<file path="src/hdl/button_debounce_press_timer_unit_assert.svh">
// Assertion macros for the button debounce press timer unit.
`ifndef BUTTON_DEBOUNCE_PRESS_TIMER_UNIT_ASSERT_SVH
`define BUTTON_DEBOUNCE_PRESS_TIMER_UNIT_ASSERT_SVH

// Same-cycle implication, checked outside reset.
`define BDPT_ASSERT_IMPL(label, ante, cons) \
  label: assert property (@(posedge clk_i) disable iff (!rst_ni) (ante) |-> (cons)) \
    else $error("bdpt assertion failed");

// Next-cycle implication, checked outside reset.
`define BDPT_ASSERT_NEXT(label, ante, cons) \
  label: assert property (@(posedge clk_i) disable iff (!rst_ni) (ante) |=> (cons)) \
    else $error("bdpt assertion failed");

`endif

</file>
<file path="src/hdl/bdpt_pkg.sv">
// Package with payload types and codes for the button debounce press timer unit.
`default_nettype none

package bdpt_pkg;

  localparam logic [1:0] EvNone     = 2'd0;
  localparam logic [1:0] EvPressed  = 2'd1;
  localparam logic [1:0] EvReleased = 2'd2;

  localparam logic [1:0] RegPressedLevel      = 2'd0;
  localparam logic [1:0] RegActiveThreshold   = 2'd1;
  localparam logic [1:0] RegInactiveThreshold = 2'd2;

  localparam logic       CmdSample = 1'b0;

  localparam logic [3:0] ThresholdReset = 4'd5;
  localparam logic [3:0] RunMax         = 4'd15;
  localparam logic [7:0] HoldMax        = 8'd255;

  typedef struct packed {
    logic command;
    logic pin_level;
  } in_item_t;

  typedef struct packed {
    logic [1:0] event_code;
    logic [7:0] press_duration;
  } out_item_t;

  typedef struct packed {
    logic       valid;
    logic [1:0] index;
    logic [3:0] data;
  } cfg_wr_t;

endpackage

`default_nettype wire

</file>
<file path="src/hdl/bdpt_core.sv">
// Debounce state, press timer, event latch and configuration registers.
`default_nettype none

module bdpt_core (
  input  wire logic               clk_i,
  input  wire logic               rst_ni,
  input  wire bdpt_pkg::cfg_wr_t  cfg_i,
  input  wire logic               accept_i,
  input  wire bdpt_pkg::in_item_t item_i,
  output bdpt_pkg::out_item_t     result_o
);

  localparam logic [1:0] ChkNone     = 2'd0;
  localparam logic [1:0] ChkEdge     = 2'd1;
  localparam logic [1:0] ChkActive   = 2'd2;
  localparam logic [1:0] ChkInactive = 2'd3;

  logic       pressed_level_q, pressed_level_d;
  logic [3:0] act_thr_q, act_thr_d;
  logic [3:0] inact_thr_q, inact_thr_d;
  logic       is_pressed_q, is_pressed_d;
  logic       watched_q, watched_d;
  logic       stable_q, stable_d;
  logic       last_q, last_d;
  logic [3:0] act_run_q, act_run_d;
  logic [3:0] inact_run_q, inact_run_d;
  logic [7:0] hold_q, hold_d;
  logic [1:0] pending_q, pending_d;
  logic [1:0] chk;

  always_comb begin
    pressed_level_d = pressed_level_q;
    act_thr_d       = act_thr_q;
    inact_thr_d     = inact_thr_q;
    is_pressed_d    = is_pressed_q;
    watched_d       = watched_q;
    stable_d        = stable_q;
    last_d          = last_q;
    act_run_d       = act_run_q;
    inact_run_d     = inact_run_q;
    hold_d          = hold_q;
    pending_d       = pending_q;
    chk             = ChkNone;
    result_o        = '0;

    if (accept_i) begin
      if (item_i.command == bdpt_pkg::CmdSample) begin
        if (stable_q) begin
          if (item_i.pin_level == watched_q && last_q != watched_q) begin
            chk         = ChkEdge;
            act_run_d   = '0;
            inact_run_d = '0;
            stable_d    = 1'b0;
          end
        end else if (item_i.pin_level == watched_q) begin
          inact_run_d = '0;
          act_run_d   = (act_run_q != bdpt_pkg::RunMax) ? act_run_q + 4'd1 : act_run_q;
          if (act_run_d >= act_thr_q) begin
            stable_d = 1'b1;
            chk      = ChkActive;
          end
        end else begin
          act_run_d   = '0;
          inact_run_d = (inact_run_q != bdpt_pkg::RunMax) ? inact_run_q + 4'd1 : inact_run_q;
          if (inact_run_d >= inact_thr_q) begin
            stable_d = 1'b1;
            chk      = ChkInactive;
          end
        end
        last_d = item_i.pin_level;

        if (!is_pressed_q) begin
          if (chk == ChkEdge) begin
            pending_d    = bdpt_pkg::EvPressed;
            hold_d       = '0;
            is_pressed_d = 1'b1;
          end
        end else begin
          case (chk)
            ChkNone: begin
              if (hold_q != bdpt_pkg::HoldMax) begin
                hold_d = hold_q + 8'd1;
              end
            end
            ChkActive: begin
              watched_d = ~watched_q;
            end
            ChkInactive: begin
              watched_d    = pressed_level_q;
              is_pressed_d = 1'b0;
            end
            default: begin
              pending_d    = bdpt_pkg::EvReleased;
              watched_d    = pressed_level_q;
              is_pressed_d = 1'b0;
            end
          endcase
        end
      end else begin
        result_o.event_code = pending_q;
        if (pending_q == bdpt_pkg::EvReleased) begin
          result_o.press_duration = hold_q;
        end
        pending_d = bdpt_pkg::EvNone;
      end
    end

    if (cfg_i.valid) begin
      case (cfg_i.index)
        bdpt_pkg::RegPressedLevel: begin
          pressed_level_d = cfg_i.data[0];
          watched_d       = cfg_i.data[0];
        end
        bdpt_pkg::RegActiveThreshold: begin
          act_thr_d = cfg_i.data;
        end
        bdpt_pkg::RegInactiveThreshold: begin
          inact_thr_d = cfg_i.data;
        end
        default: begin
        end
      endcase
    end
  end

  always_ff @(posedge clk_i or negedge rst_ni) begin
    if (!rst_ni) begin
      pressed_level_q <= 1'b0;
      act_thr_q       <= bdpt_pkg::ThresholdReset;
      inact_thr_q     <= bdpt_pkg::ThresholdReset;
      is_pressed_q    <= 1'b0;
      watched_q       <= 1'b0;
      stable_q        <= 1'b1;
      last_q          <= 1'b1;
      act_run_q       <= '0;
      inact_run_q     <= '0;
      hold_q          <= '0;
      pending_q       <= bdpt_pkg::EvNone;
    end else begin
      pressed_level_q <= pressed_level_d;
      act_thr_q       <= act_thr_d;
      inact_thr_q     <= inact_thr_d;
      is_pressed_q    <= is_pressed_d;
      watched_q       <= watched_d;
      stable_q        <= stable_d;
      last_q          <= last_d;
      act_run_q       <= act_run_d;
      inact_run_q     <= inact_run_d;
      hold_q          <= hold_d;
      pending_q       <= pending_d;
    end
  end

endmodule

`default_nettype wire

</file>
<file path="src/hdl/bdpt_out_reg.sv">
// Result register that decouples the output channel from the input channel.
`default_nettype none

module bdpt_out_reg (
  input  wire logic                clk_i,
  input  wire logic                rst_ni,
  input  wire logic                in_valid_i,
  output logic                     in_ready_o,
  input  wire bdpt_pkg::out_item_t result_i,
  output logic                     out_valid_o,
  input  wire logic                out_ready_i,
  output bdpt_pkg::out_item_t      out_data_o
);

  logic                valid_q;
  bdpt_pkg::out_item_t data_q;

  assign in_ready_o  = !valid_q || out_ready_i;
  assign out_valid_o = valid_q;
  assign out_data_o  = data_q;

  always_ff @(posedge clk_i or negedge rst_ni) begin
    if (!rst_ni) begin
      valid_q <= 1'b0;
    end else if (in_valid_i && in_ready_o) begin
      valid_q <= 1'b1;
    end else if (out_ready_i) begin
      valid_q <= 1'b0;
    end
  end

  always_ff @(posedge clk_i) begin
    if (in_valid_i && in_ready_o) begin
      data_q <= result_i;
    end
  end

endmodule

`default_nettype wire

</file>
<file path="src/hdl/button_debounce_press_timer_unit.sv">
// Top level of the debounced push-button with press-duration timer.
//
// Channel  Direction  Signals                                   Payload
// in       input      in_valid_i, in_ready_o, in_data_i         command, pin_level
// out      output     out_valid_o, out_ready_i, out_data_o      event_code, press_duration
// cfg      input      cfg_valid_i, cfg_ready_o, cfg_index_i,    register index and value
//                     cfg_data_i
//
// Every accepted item gives one result in the cycle after it is accepted, held in the single result register.
// A new item is taken in every cycle while the result register is empty or being read.
// A stalled output holds its result and blocks further input transfers until it is taken.
// Reset loads the default thresholds and the released state; configuration is always ready.
`default_nettype none
`include "button_debounce_press_timer_unit_assert.svh"

module button_debounce_press_timer_unit (
  input  wire logic                clk_i,
  input  wire logic                rst_ni,
  input  wire logic                in_valid_i,
  output logic                     in_ready_o,
  input  wire bdpt_pkg::in_item_t  in_data_i,
  output logic                     out_valid_o,
  input  wire logic                out_ready_i,
  output bdpt_pkg::out_item_t      out_data_o,
  input  wire logic                cfg_valid_i,
  output logic                     cfg_ready_o,
  input  wire logic [1:0]          cfg_index_i,
  input  wire logic [3:0]          cfg_data_i
);

  bdpt_pkg::cfg_wr_t   cfg;
  bdpt_pkg::out_item_t result;
  logic                accept;

  assign cfg_ready_o = 1'b1;
  assign cfg.valid   = cfg_valid_i;
  assign cfg.index   = cfg_index_i;
  assign cfg.data    = cfg_data_i;
  assign accept      = in_valid_i && in_ready_o;

  bdpt_core u_core (
    .clk_i    (clk_i),
    .rst_ni   (rst_ni),
    .cfg_i    (cfg),
    .accept_i (accept),
    .item_i   (in_data_i),
    .result_o (result)
  );

  bdpt_out_reg u_out_reg (
    .clk_i       (clk_i),
    .rst_ni      (rst_ni),
    .in_valid_i  (in_valid_i),
    .in_ready_o  (in_ready_o),
    .result_i    (result),
    .out_valid_o (out_valid_o),
    .out_ready_i (out_ready_i),
    .out_data_o  (out_data_o)
  );

  `BDPT_ASSERT_NEXT(a_result_follows, accept, out_valid_o)
  `BDPT_ASSERT_IMPL(a_code_legal, out_valid_o, out_data_o.event_code != 2'd3)
  `BDPT_ASSERT_IMPL(a_duration_only_released,
    out_valid_o && out_data_o.event_code != bdpt_pkg::EvReleased,
    out_data_o.press_duration == 8'd0)
  `BDPT_ASSERT_IMPL(a_sample_result_empty,
    out_valid_o && $past(accept) && $past(in_data_i.command) == bdpt_pkg::CmdSample,
    out_data_o.event_code == bdpt_pkg::EvNone)

endmodule

`default_nettype wire
</file>
<file path="config.mk">
export PLATFORM = sky130hd
export DESIGN_NAME = button_debounce_press_timer_unit
export DESIGN_NICKNAME = d
export VERILOG_FILES = /design/src/hdl/bdpt_pkg.sv /design/src/hdl/bdpt_core.sv /design/src/hdl/bdpt_out_reg.sv /design/src/hdl/button_debounce_press_timer_unit.sv
export VERILOG_INCLUDE_DIRS = /design/src /design/src/hdl
export SDC_FILE = /design/constraint.sdc
export NUM_CORES = 1
export LEC_CHECK = 0
export BUFFER_PORTS_ARGS = -buffer_cell sky130_fd_sc_hd__buf_2
export CORE_MARGIN = 1.5
export CORE_UTILIZATION = 62
export DETAILED_ROUTE_END_ITERATION = 6
export PLACE_DENSITY = 0.85
export SYNTH_ARGS = -nofsm -noshare
export SYNTH_HDL_FRONTEND = slang
export SYNTH_SLANG_ARGS = --single-unit
</file>
<file path="constraint.sdc">
create_clock -name clk_i -period 8.1 [get_ports clk_i]
set_input_delay 0 -clock clk_i [delete_from_list [all_inputs] [get_ports clk_i]]
set_output_delay 0 -clock clk_i [all_outputs]
set_load 0.005 [all_outputs]
</file>
==> results.md, run 1 <==
- FP Rows: 22
- CTS clock-pin slew for the worst setup and hold paths: 0.08 ns
- Fin nets: 294
- DRC: 0
- Req. time, crit path: 8.33 ns
- Max-slew headroom: 21.4%
- Root buf cell: clkbuf_8
- Post-Route Skew: 0.00734 ns
- Num CTS Buffers: 5
- Design area: 2690 µm²
- Hold Worst Slack: 0.00821 ns
- GRT Residual Overflow: 0
- Max-slew violation count: 0
- Worst setup SP type: flop
- Final setup margin: 5.07 ns
- Unique masters post-synth: 42
- Die area: 4170 µm²
- Height of the chip: 64.6 µm
- Post-layout utilization of the core: 73.4%
- Final Setup Violations: 0
- Sequential fraction of the synthesis area: 47.2%
- Critical Path AT: 3.27 ns
- Initial antenna violation count: 0
- Clock latency on the worst-skew pair: 0.30 ns
- Outcome: finished, final reports clean
- Post-CTS Setup Repair Bufs: 0
- CTS tree: yes
- Initial Util: 64.2%
- # H-tree levels: 2
- Die Width: 64.6 µm
- Gate Count Post-Synth: 240
- Max_cap viols: 0
- Initial drt markers: 134
- Syn Area/Cell: 9.80 µm²
- First-pass GRT wire length: 7920 µm
- Clock Tree Buf Depth: 2
- Crit path max-delay family: simple AND/OR/NAND/NOR gates
- Crit-path most repeated cell: nand3_1
- Minimum clock period: 3.03 ns
- Cell Pwr Density: 281 nW/µm²
- WL/cell: 15.2 µm
- Area Overhead vs Synth: 14.3%
- Antenna viol nets, final: 0
- Post-place setup slack: 5.10 ns
- Largest net degree at the start of global routing: 33
- Worst-margin pin slew: 1.17 ns
- CTS resizes: 0
- Cell area after synthesis: 2350 µm²
- Yosys warning count: 0
- DR vias/cell: 5.89
- Number of detailed-route iterations in the first pass: 4
- WL final: 4830 µm
- Layout cells sized above 1: 20.3%
- RD Place Congestion: 0.860
- Max rail drop VDD: 0.176 mV
- # port buffers: 24
- Main synth FF type: dfrtp_1
- Worst path slowest cell: or3_1
- Core box area: 3660 µm²
- Fin Setup TNS: 0 ns
- Net Count, Synth: 264
- Ant diodes: 0
- HP Class: in -> reg
- Final period utilization: 37.4%
- CP cell instances: ha_1, nand3_1, mux2_2, ha_1, nor3b_1, o21ai_0, a21oi_1, nand3_1, or3_1, nand3_1
- CTS Sinks: 42
- Maximum clock frequency: 0.330 GHz
- Hold buffer count at cts: 7
- Leak Pwr: 1.20 nW
- Max stage delay on crit path: 0.45 ns
- Ys async rst share: 76.2%
- Placed Area: 2480 µm²
- I/O pin count: 26
- Vias in the first global route: 1681
- RSZ-0062 raised after global routing: false
- Number of synthesized flops with an enable pin: 10
- CP Capture Type: flop
- Total GRT Usage: 25.2%
- Via Count: 1878
- WP buf/inv: 0
- CP Class: reg -> reg
- Final Hold Fails: 0
- Max FO, Critical Path: 7
- FF+latch count, synth: 42
- Placed wire-length estimate: 3450 µm
-- worst reg2reg max path: stages (launching register included) --
cell and delay, ns:
dfrtp_1 0.43, ha_1 0.26, nand3_1 0.15, mux2_2 0.37, ha_1 0.20, nor3b_1 0.19
o21ai_0 0.15, a21oi_1 0.38, nand3_1 0.31, or3_1 0.45, nand3_1 0.07
-- flip-flops by register name (all words and copies together) (netlist names), 2 cells and up --
signal and count:
u_out_reg.out_data_o 10, u_core.act_thr_q 4, u_core.act_run_q 4, u_core.pending_q 2
u_core.inact_run_q 4, u_core.inact_thr_q 4, u_core.hold_q 8
-- per-stage QoR --
step                cells  power [W]
global placement      304   0.000542
CTS                   319   0.000754
detailed placement    304   0.000558
finish                319   0.000755
global route          319   0.000802
floorplan             240   0.000493
-- report_power, final --
| part | switching (W) | total, W | internal (W) |
|---|---|---|---|
| Combinational | 0.000131 | 0.000230 | 0.0000995 |
| Sequential | 0.0000593 | 0.000330 | 0.000271 |
| Clock | 0.0000727 | 0.000195 | 0.000122 |
| Total | 0.000263 | 0.000755 | 0.000492 |
-- routing by layer --
metal	vias up	part of all wire, %	global-route usage (%)
met5	-	0	0
met4	0	1.9	10.1
met3	9	5.4	6.08
met2	70	48	40.2
met1	884	45	33.5
li1	915	-	-
-- cell families (layout without fill, tap and decap cells) --
logic type                 Yosys count  after routing  synth area share, %
and+or+nand+nor                    111            111                 24.1
AOI/OAI and AO/OA                   41             41                 11.5
DFF                                 42             42                 47.2
adders and majority gates           11             11                 5.85
other                                1              1                0.160
xor gates and xnor gates             4              4                 2.29
buffers and inverters               19             50                 3.72
muxes                               11             11                 5.27
-- layout make-up --
class	instances	area (µm²)
Clock inverter	3	63.8
Timing Repair Buffer	31	190
Sequential cell	42	1110
Multi-Input combinational cell	179	1150
Fill cell	273	973
Tap cell	48	60.1
Clock buffer	5	68.8
Inverter	11	41.3
-- synth_stat cells, types with 4 or more instances --
cell	n	share of area (%)
nand3_1	20	4.3
clkbuf_1	4	0.64
nand2_1	34	5.4
dfrtp_1	26	28
mux2_2	11	5.3
o31ai_1	4	1.3
nor3_1	6	1.3
nor2_1	13	2.1
dfstp_2	6	6.7
and2_1	10	2.7
edfxtp_1	10	13
a21oi_1	6	1.3
ha_1	11	5.9
inv_1	11	1.8
nand4_1	6	1.6
o21ai_0	17	3.6
-- placed cells by master (no fill, tap or decap), drive strengths merged, types with 3 or more instances in the layout --
cell type	instances
edfxtp	10
nor2	14
nand2b	3
o21ai	17
dlygate4sd3	7
nand3	20
nor3	6
ha	11
nand2	35
a21oi	6
inv	11
nand4	6
a31oi	3
nand3b	3
and2	10
buf	24
clkbuf	5
dfrtp	26
dfstp	6
xnor2	3
mux2	11
o31ai	4
-- worst paths after layout --
| path | from | end | slack (ns) | depth (start not counted) |
|---|---|---|---|---|
| worst min register to register | u_core.last_q | u_core.last_q | 0.50 | 2 |
| max in group asynchronous | rst_ni | u_core.hold_q[3] | 7.30 | 2 |
| worst max-delay path | u_core.act_run_q[0] | u_core.hold_q[3] | 5.07 | 10 |
| min in group asynchronous | rst_ni | u_core.inact_thr_q[1] | 0.33 | 2 |
| worst min-delay path | out_ready_i | u_out_reg.out_valid_o | 0.008 | 3 |
| worst max register to register | u_core.act_run_q[0] | u_core.hold_q[3] | 5.07 | 10 |
(Power assumes the default switching activity.)
==> run 2, diff against run 1 <==
ABC_AREA = 1   (was not set)
CORE_UTILIZATION = 58   (was 62)
PLACE_DENSITY = 0.8   (was 0.85)
clock period = 3.1 ns   (was 8.1 ns; I/O delays follow)
==> results.md, run 2 <==
- Outcome: finished, final reports clean (unchanged)
- Vias in the first global route: 1821 (was 1681)
- Req. time, crit path: 3.29 ns (was 8.33 ns)
- Most common cell in the netlist: nand2_1 (unchanged)
- Commonest non-fill, non-tap cell in the layout: nand2_1 (unchanged)
- CTS tree: yes (unchanged)
- Synth top area share: 27.9% (was 27.7%)
- Crit-path most repeated cell: nand2_1 (was nand3_1)
- Post-CTS Setup Repair Bufs: 0 (unchanged)
- WP buf/inv: 1 (was 0)
- Fin nets: 338 (was 294)
- RSZ-0062 raised after global routing: false (unchanged)
- CP Capture Type: flop (unchanged)
- # port buffers: 24 (unchanged)
- Ant diodes: 0 (unchanged)
- Initial drt markers: 114 (was 134)
- Syn Area/Cell: 8.30 µm² (was 9.80 µm²)
- Initial Util: 61.9% (was 64.2%)
- Unique masters post-synth: 31 (was 42)
- Num CTS Buffers: 5 (unchanged)
- Die Width: 66.4 µm (was 64.6 µm)
- FP Rows: 22 (unchanged)
- Die area: 4410 µm² (was 4170 µm²)
- Final Setup Violations: 0 (unchanged)
- Top post-synthesis cells by count: nand2_1, inv_1, dfrtp_1, nor2_1, o21ai_0 (was nand2_1, dfrtp_1, nand3_1, o21ai_0, nor2_1)
- Max stage delay on crit path: 0.42 ns (was 0.45 ns)
- Area Overhead vs Synth: 13.1% (was 14.3%)
- Clock Tree Buf Depth: 2 (unchanged)
- CP cell instances: ha_1, nand2_1, inv_1, nand2_1, o21ai_0, ha_1, nand2_1, nand2_1, nand2_1, nand3_1, nand2_2, nand2_2, o21ai_4, nand3_4, nand2_1, nand2_1 (was ha_1, nand3_1, mux2_2, ha_1, nor3b_1, o21ai_0, a21oi_1, nand3_1, or3_1, nand3_1)
- Max-slew headroom: 52.8% (was 21.4%)
- CTS Sinks: 42 (unchanged)
- Total GRT Usage: 24.1% (was 25.2%)
- Area leader, netlist: dfrtp_1 (unchanged)
- DR vias/cell: 5.15 (was 5.89)
- Commonest cells after routing, fill and taps aside: nand2_1, inv_1, dfrtp_1 (was nand2_1, dfrtp_1, buf_2)
- Antenna viol nets, final: 0 (unchanged)
- HP Class: in -> reg (unchanged)
- Number of synthesized flops with an enable pin: 10 (unchanged)
- Max_cap viols: 0 (unchanged)
- Post-Layout Cell Count: 363 (was 319)
- Post-placement cell count: 349 (was 304)
- Height of the chip: 66.4 µm (was 64.6 µm)
- Root buf cell: clkbuf_8 (unchanged)
- CTS clock-pin slew for the worst setup and hold paths: 0.08 ns (about the same)
- Top post-synthesis cells by area: dfrtp_1, edfxtp_1, nand2_1 (was dfrtp_1, edfxtp_1, dfstp_2)
- Placed wire-length estimate: 3230 µm (was 3450 µm)
- Yosys warning count: 0 (unchanged)
- Crit path max-delay family: simple AND/OR/NAND/NOR gates (unchanged)
- Minimum clock period: 2.51 ns (was 3.03 ns)
- Final period utilization: 81.0% (was 37.4%)
- Cell area after synthesis: 2330 µm² (was 2350 µm²)
- Max FFs per register: 10 (unchanged)
- Max FO, Critical Path: 9 (was 7)
- Maximum clock frequency: 0.398 GHz (was 0.330 GHz)
- Number of detailed-route iterations in the first pass: 4 (unchanged)
- Worst setup SP type: flop (unchanged)
- Critical Path AT: 2.70 ns (was 3.27 ns)
- Main synth FF type: dfrtp_1 (unchanged)
- # H-tree levels: 2 (unchanged)
- FF+latch count, synth: 42 (unchanged)
- WL final: 4340 µm (was 4830 µm)
- RD Place Congestion: 0.799 (was 0.860)
- DRC: 0 (unchanged)
- Worst-margin pin slew: 0.708 ns (was 1.17 ns)
- Sequential fraction of the synthesis area: 47.5% (was 47.2%)
- Post-Route Skew: 0.00666 ns (was 0.00734 ns)
- Core box area: 3770 µm² (was 3660 µm²)
- Cell Pwr Density: 674 nW/µm² (was 281 nW/µm²)
- GRT Residual Overflow: 0 (unchanged)
- WL/cell: 11.9 µm (was 15.2 µm)
- FILL cells: 291 (was 273)
- Largest net degree at the start of global routing: 33 (unchanged)
- Worst path slowest cell: dfrtp_1 (was or3_1)
- Hold Worst Slack: 0.00656 ns (was 0.00821 ns)
- Post-layout power: 0.00178 W (was 0.000755 W)
- First-pass GRT wire length: 7930 µm (was 7920 µm)
- Ys async rst share: 76.2% (unchanged)
- Max rail drop VDD: 0.389 mV (was 0.176 mV)
- Max-slew violation count: 0 (unchanged)
- Gate Count Post-Synth: 281 (was 240)
- Layout cells sized above 1: 18.1% (was 20.3%)
- I/O pin count: 26 (unchanged)
- Via Count: 1868 (was 1878)
- Fin Setup TNS: 0 ns (unchanged)
- Net Count, Synth: 305 (was 264)
- CP Class: reg -> reg (unchanged)
- CTS resizes: 0 (unchanged)
- Initial antenna violation count: 0 (unchanged)
- Clock latency on the worst-skew pair: 0.30 ns (about the same)
- Leak Pwr: 1.32 nW (was 1.20 nW)
- Final Hold Fails: 0 (unchanged)
==> run 2: worst register-to-register path: cells and delay by family, from the launching register on <==
kind	cells	cell delay, ns
AOI/OAI and AO/OA	2	0.55
adders and majority gates	2	0.49
buffers and inverters	1	0.08
DFF	1	0.42
and+or+nand+nor	11	0.87
==> run 2: path summary, 6_finish.rpt <==
path / startpoint / end / slack [ns] / cells after the start
hold reg to reg: u_core.inact_thr_q[3] / u_core.inact_thr_q[3] / 0.49 / 2
setup reg to reg: u_core.inact_run_q[0] / u_core.hold_q[7] / 0.59 / 16
min in group asynchronous: rst_ni / u_core.is_pressed_q / 0.29 / 2
setup / recovery: u_core.inact_run_q[0] / u_core.hold_q[7] / 0.59 / 16
hold / removal: out_ready_i / u_out_reg.out_valid_o / 0.007 / 4
max in group asynchronous: rst_ni / u_core.inact_run_q[2] / 2.36 / 2
==> run 2: timing repair <==
action	4_1_cts	5_1_grt
hold buffers	6	0
endpoints found under the hold margin	37	0
endpoints found under the setup margin	0	0
==> run 2: layout make-up <==
type	count	area, µm²	share of cell area, %
clock buffers	5	68.8	2.61
clock inverters	3	21.3	0.806
inverters	53	199	7.54
multi-input cells	182	1000	37.9
flip-flops and latches	42	1110	42.0
well taps	48	60.1	2.28
repair buffers	30	180	6.83
==> run 2: where the power goes <==
group	switching, W	leakage, nW	internal [W]	total [W]
registers	0.000106	0.506	0.000684	0.000790
logic	0.000400	0.774	0.000240	0.000640
clock network	0.000191	0.0441	0.000158	0.000349
total	0.000697	1.32	0.00108	0.00178
==> run 2: through the flow <==
stage | util, % | cell area [µm²] | setup slack (ns)
floorplan | - | 2330 | 0.834
global placement | 66.0 | 2490 | 0.653
detailed placement | 66.0 | 2490 | 0.593
CTS | 70.0 | 2640 | 0.591
global route | 70.0 | 2640 | 0.322
finish | 70.0 | 2640 | 0.590
==> run 2: metal layers <==
layer	vias up	part of all wire (%)	GRT usage [%]
li1	972	-	-
met1	854	49	32.9
met2	34	46	37.1
met3	8	3.6	5.62
met4	0	1.6	9.44
met5	-	0	0
==> run 2: kinds of logic after synthesis <==
family                   share of synthesized area (%)
flip-flops                                        47.5
AND/OR/NAND/NOR                                   25.7
other                                            0.161
adder cells (fa/ha/maj)                           5.90
XOR/XNOR                                          2.25
buffers and inverters                             9.60
AO/OA/AOI/OAI                                     8.90
==> run 3, diff against run 2 <==
CORE_UTILIZATION = 52   (was 58)
PLACE_DENSITY = 0.76   (was 0.8)
clock period = 2.2 ns   (was 3.1 ns; I/O delays follow)
==> results.md, run 3 (synthesis results as in run 2) <==
- Outcome: finished, violations left (was finished, final reports clean)
- Failing checks: hold timing, setup timing
- Number of detailed-route iterations in the first pass: 4 (unchanged)
- Root buf cell: clkbuf_8 (unchanged)
- I/O pin count: 26 (unchanged)
- CTS tree: yes (unchanged)
- WL final: 4780 µm (was 4340 µm)
- Final period utilization: 107% (was 81.0%)
- Sw Share: 39.6% (was 39.2%)
- Hold Worst Slack: -0.00214 ns (was 0.00656 ns)
- Die Width: 70.0 µm (was 66.4 µm)
- Clock power frac: 18.1% (was 19.6%)
- CTS Sinks: 42 (unchanged)
- Max-slew headroom: 52.4% (was 52.8%)
- Req. time, crit path: 2.40 ns (was 3.29 ns)
- Die area: 4900 µm² (was 4410 µm²)
- Initial drt markers: 133 (was 114)
- DRC: 0 (unchanged)
- Num CTS Buffers: 5 (unchanged)
- Commonest non-fill, non-tap cell in the layout: nand2_1 (unchanged)
- Cell Pwr Density: 991 nW/µm² (was 674 nW/µm²)
- Net Sw Power: 0.00114 W (was 0.000697 W)
- CP Capture Type: flop (unchanged)
- Commonest cells after routing, fill and taps aside: nand2_1, inv_1, dfrtp_1 (unchanged)
- Ant diodes: 0 (unchanged)
- Largest net degree at the start of global routing: 33 (unchanged)
- WP buf/inv: 2 (was 1)
- Critical Path End: u_core.hold_q[2] (was u_core.hold_q[7])
- Max stage delay on crit path: 0.39 ns (was 0.42 ns)
- WP depth: 16 (unchanged)
- Worst setup SP type: flop (unchanged)
- DR vias/cell: 5.14 (was 5.15)
- Final Hold Fails: 1 (was 0)
- Height of the chip: 70.0 µm (was 66.4 µm)
- GRT Residual Overflow: 0 (unchanged)
- Max-slew violation count: 0 (unchanged)
- Setup crit start: u_core.inact_run_q[1] (was u_core.inact_run_q[0])
- Total GRT Usage: 20.8% (was 24.1%)
- Via Count: 1988 (was 1868)
- FP Rows: 24 (was 22)
- CTS clock-pin slew for the worst setup and hold paths: 0.08 ns (about the same)
- Post-layout utilization of the core: 67.4% (was 70.0%)
- Clock latency on the worst-skew pair: 0.30 ns (about the same)
- Worst path slowest cell: dfrtp_1 (unchanged)
- RD Place Congestion: 0.874 (was 0.799)
- Antenna viol nets, final: 0 (unchanged)
- Int Pwr: 0.00175 W (was 0.00108 W)
- Layout cells sized above 1: 31.3% (was 18.1%)
- Max rail drop VDD: 0.642 mV (was 0.389 mV)
- # port buffers: 24 (unchanged)
- Core box area: 4320 µm² (was 3770 µm²)
- Max FO, Critical Path: 8 (was 9)
- Initial antenna violation count: 0 (unchanged)
- HP Class: in -> reg (unchanged)
- Worst r2r dst: u_core.hold_q[2] (was u_core.hold_q[7])
- Initial Util: 54.0% (was 61.9%)
- CP cell instances: ha_2, nand2_2, inv_2, nor2_2, nor2_1, a21oi_1, inv_1, ha_4, a21oi_2, nand3_2, nand2_4, nand2_4, o21ai_4, nand3_4, nand2_1, nand2_1 (was ha_1, nand2_1, inv_1, nand2_1, o21ai_0, ha_1, nand2_1, nand2_1, nand2_1, nand3_1, nand2_2, nand2_2, o21ai_4, nand3_4, nand2_1, nand2_1)
- Final Setup Violations: 10 (was 0)
- Post-Route Skew: 0.00882 ns (was 0.00666 ns)
- Max_cap viols: 0 (unchanged)
- Post-place setup slack: -0.0955 ns (was 0.593 ns)
- Crit path max-delay family: simple AND/OR/NAND/NOR gates (unchanged)
- Maximum clock frequency: 0.427 GHz (was 0.398 GHz)
- Vias in the first global route: 1893 (was 1821)
- CP Class: reg -> reg (unchanged)
- RSZ-0062 raised after global routing: true (was false)
- Max FFs per register: 10 (unchanged)
- Worst-margin pin slew: 0.714 ns (was 0.708 ns)
- First-pass GRT wire length: 8200 µm (was 7930 µm)
- WL/cell: 12.3 µm (was 11.9 µm)
- Leak Pwr: 1.46 nW (was 1.32 nW)
- Minimum clock period: 2.34 ns (was 2.51 ns)
- Critical Path AT: 2.54 ns (was 2.70 ns)
- # H-tree levels: 2 (unchanged)
- R2r setup slk: -0.14 ns (was 0.59 ns)
- R2R Path Start: u_core.inact_run_q[1] (was u_core.inact_run_q[0])
- Sequential share of power: 38.3% (was 44.4%)
- Reg2Reg Depth: 16 (unchanged)
- Combinational power share: 43.6% (was 36.0%)
- Clock Tree Buf Depth: 2 (unchanged)
- Placed wire-length estimate: 3330 µm (was 3230 µm)
- Fin nets: 358 (was 338)
- Final setup margin: -0.143 ns (was 0.590 ns)
- Area Overhead vs Synth: 25.0% (was 13.1%)
- FILL cells: 355 (was 291)
- Hold path depth: 4 (unchanged)
==> run 3: per-stage QoR <==
step	cells	total power [W]	setup TNS (ns)	area, µm²	hold WS (ns)
after floorplan	281	0.00182	0	2350	-0.296
after global placement	361	0.00214	-0.451	2570	0.0942
after detailed placement	361	0.00218	-0.759	2570	0.0983
after CTS	385	0.00278	-0.495	2830	0.00207
after global routing	387	0.00312	-2.86	2920	0.0189
final	387	0.00289	-1.11	2920	-0.00214
==> run 3: power groups by stage <==
stage	combinational (W)	clock [W]	sequential, W
2_1_floorplan	0.000769	0	0.00106
3_3_place_gp	0.00103	0	0.00111
3_5_place_dp	0.00106	0	0.00112
4_1_cts	0.00114	0.000540	0.00110
5_1_grt	0.00142	0.000566	0.00113
6_report	0.00126	0.000522	0.00111
==> run 3: worst min path at each step <==
| stage | start | to |
|---|---|---|
| finish | out_ready_i | u_out_reg.out_valid_o |
| global route | out_ready_i | u_out_reg.out_valid_o |
| CTS | out_ready_i | u_out_reg.out_valid_o |
| detailed placement | rst_ni | u_core.hold_q[4] |
| global placement | rst_ni | u_core.hold_q[4] |
| floorplan | rst_ni | u_core.act_run_q[0] |
==> run 3: tightest hold or removal path: stages <==
cell and delay (ns):
buf_2 0.07, inv_1 0.03, nand2_1 0.09, nand2_1 0.07
==> run 3: what timing repair did <==
| action | 4_1_cts | 5_1_grt |
|---|---|---|
| resized for setup | 11 | 25 |
| hold endpoints to repair | 36 | 0 |
| gates cloned | 0 | 0 |
| pin swaps | 11 | 17 |
| setup endpoints to repair | 9 | 12 |
| buffers inserted | 10 | 2 |
| hold buffers | 6 | 0 |
==> run 3: cell type report <==
cell class	instances	area [µm²]	area share, %
clock buffers	5	68.8	2.36
clock inverters	3	25.0	0.858
inverters	53	199	6.82
multi-input cells	182	1110	38.1
flip-flops and latches	42	1110	38.0
well taps	52	65.1	2.23
repair buffers	50	338	11.6
==> run 3: metal layers <==
layer  share of wire [%]  track usage, %  up-vias  wire length [µm]
met5                   0               0        -                 0
met4                 1.0            8.55        0                49
met3                 4.0            4.04        4               189
met2                  48            33.5       45              2310
met1                  47            27.7      934              2230
li1                    -               -     1005                 -
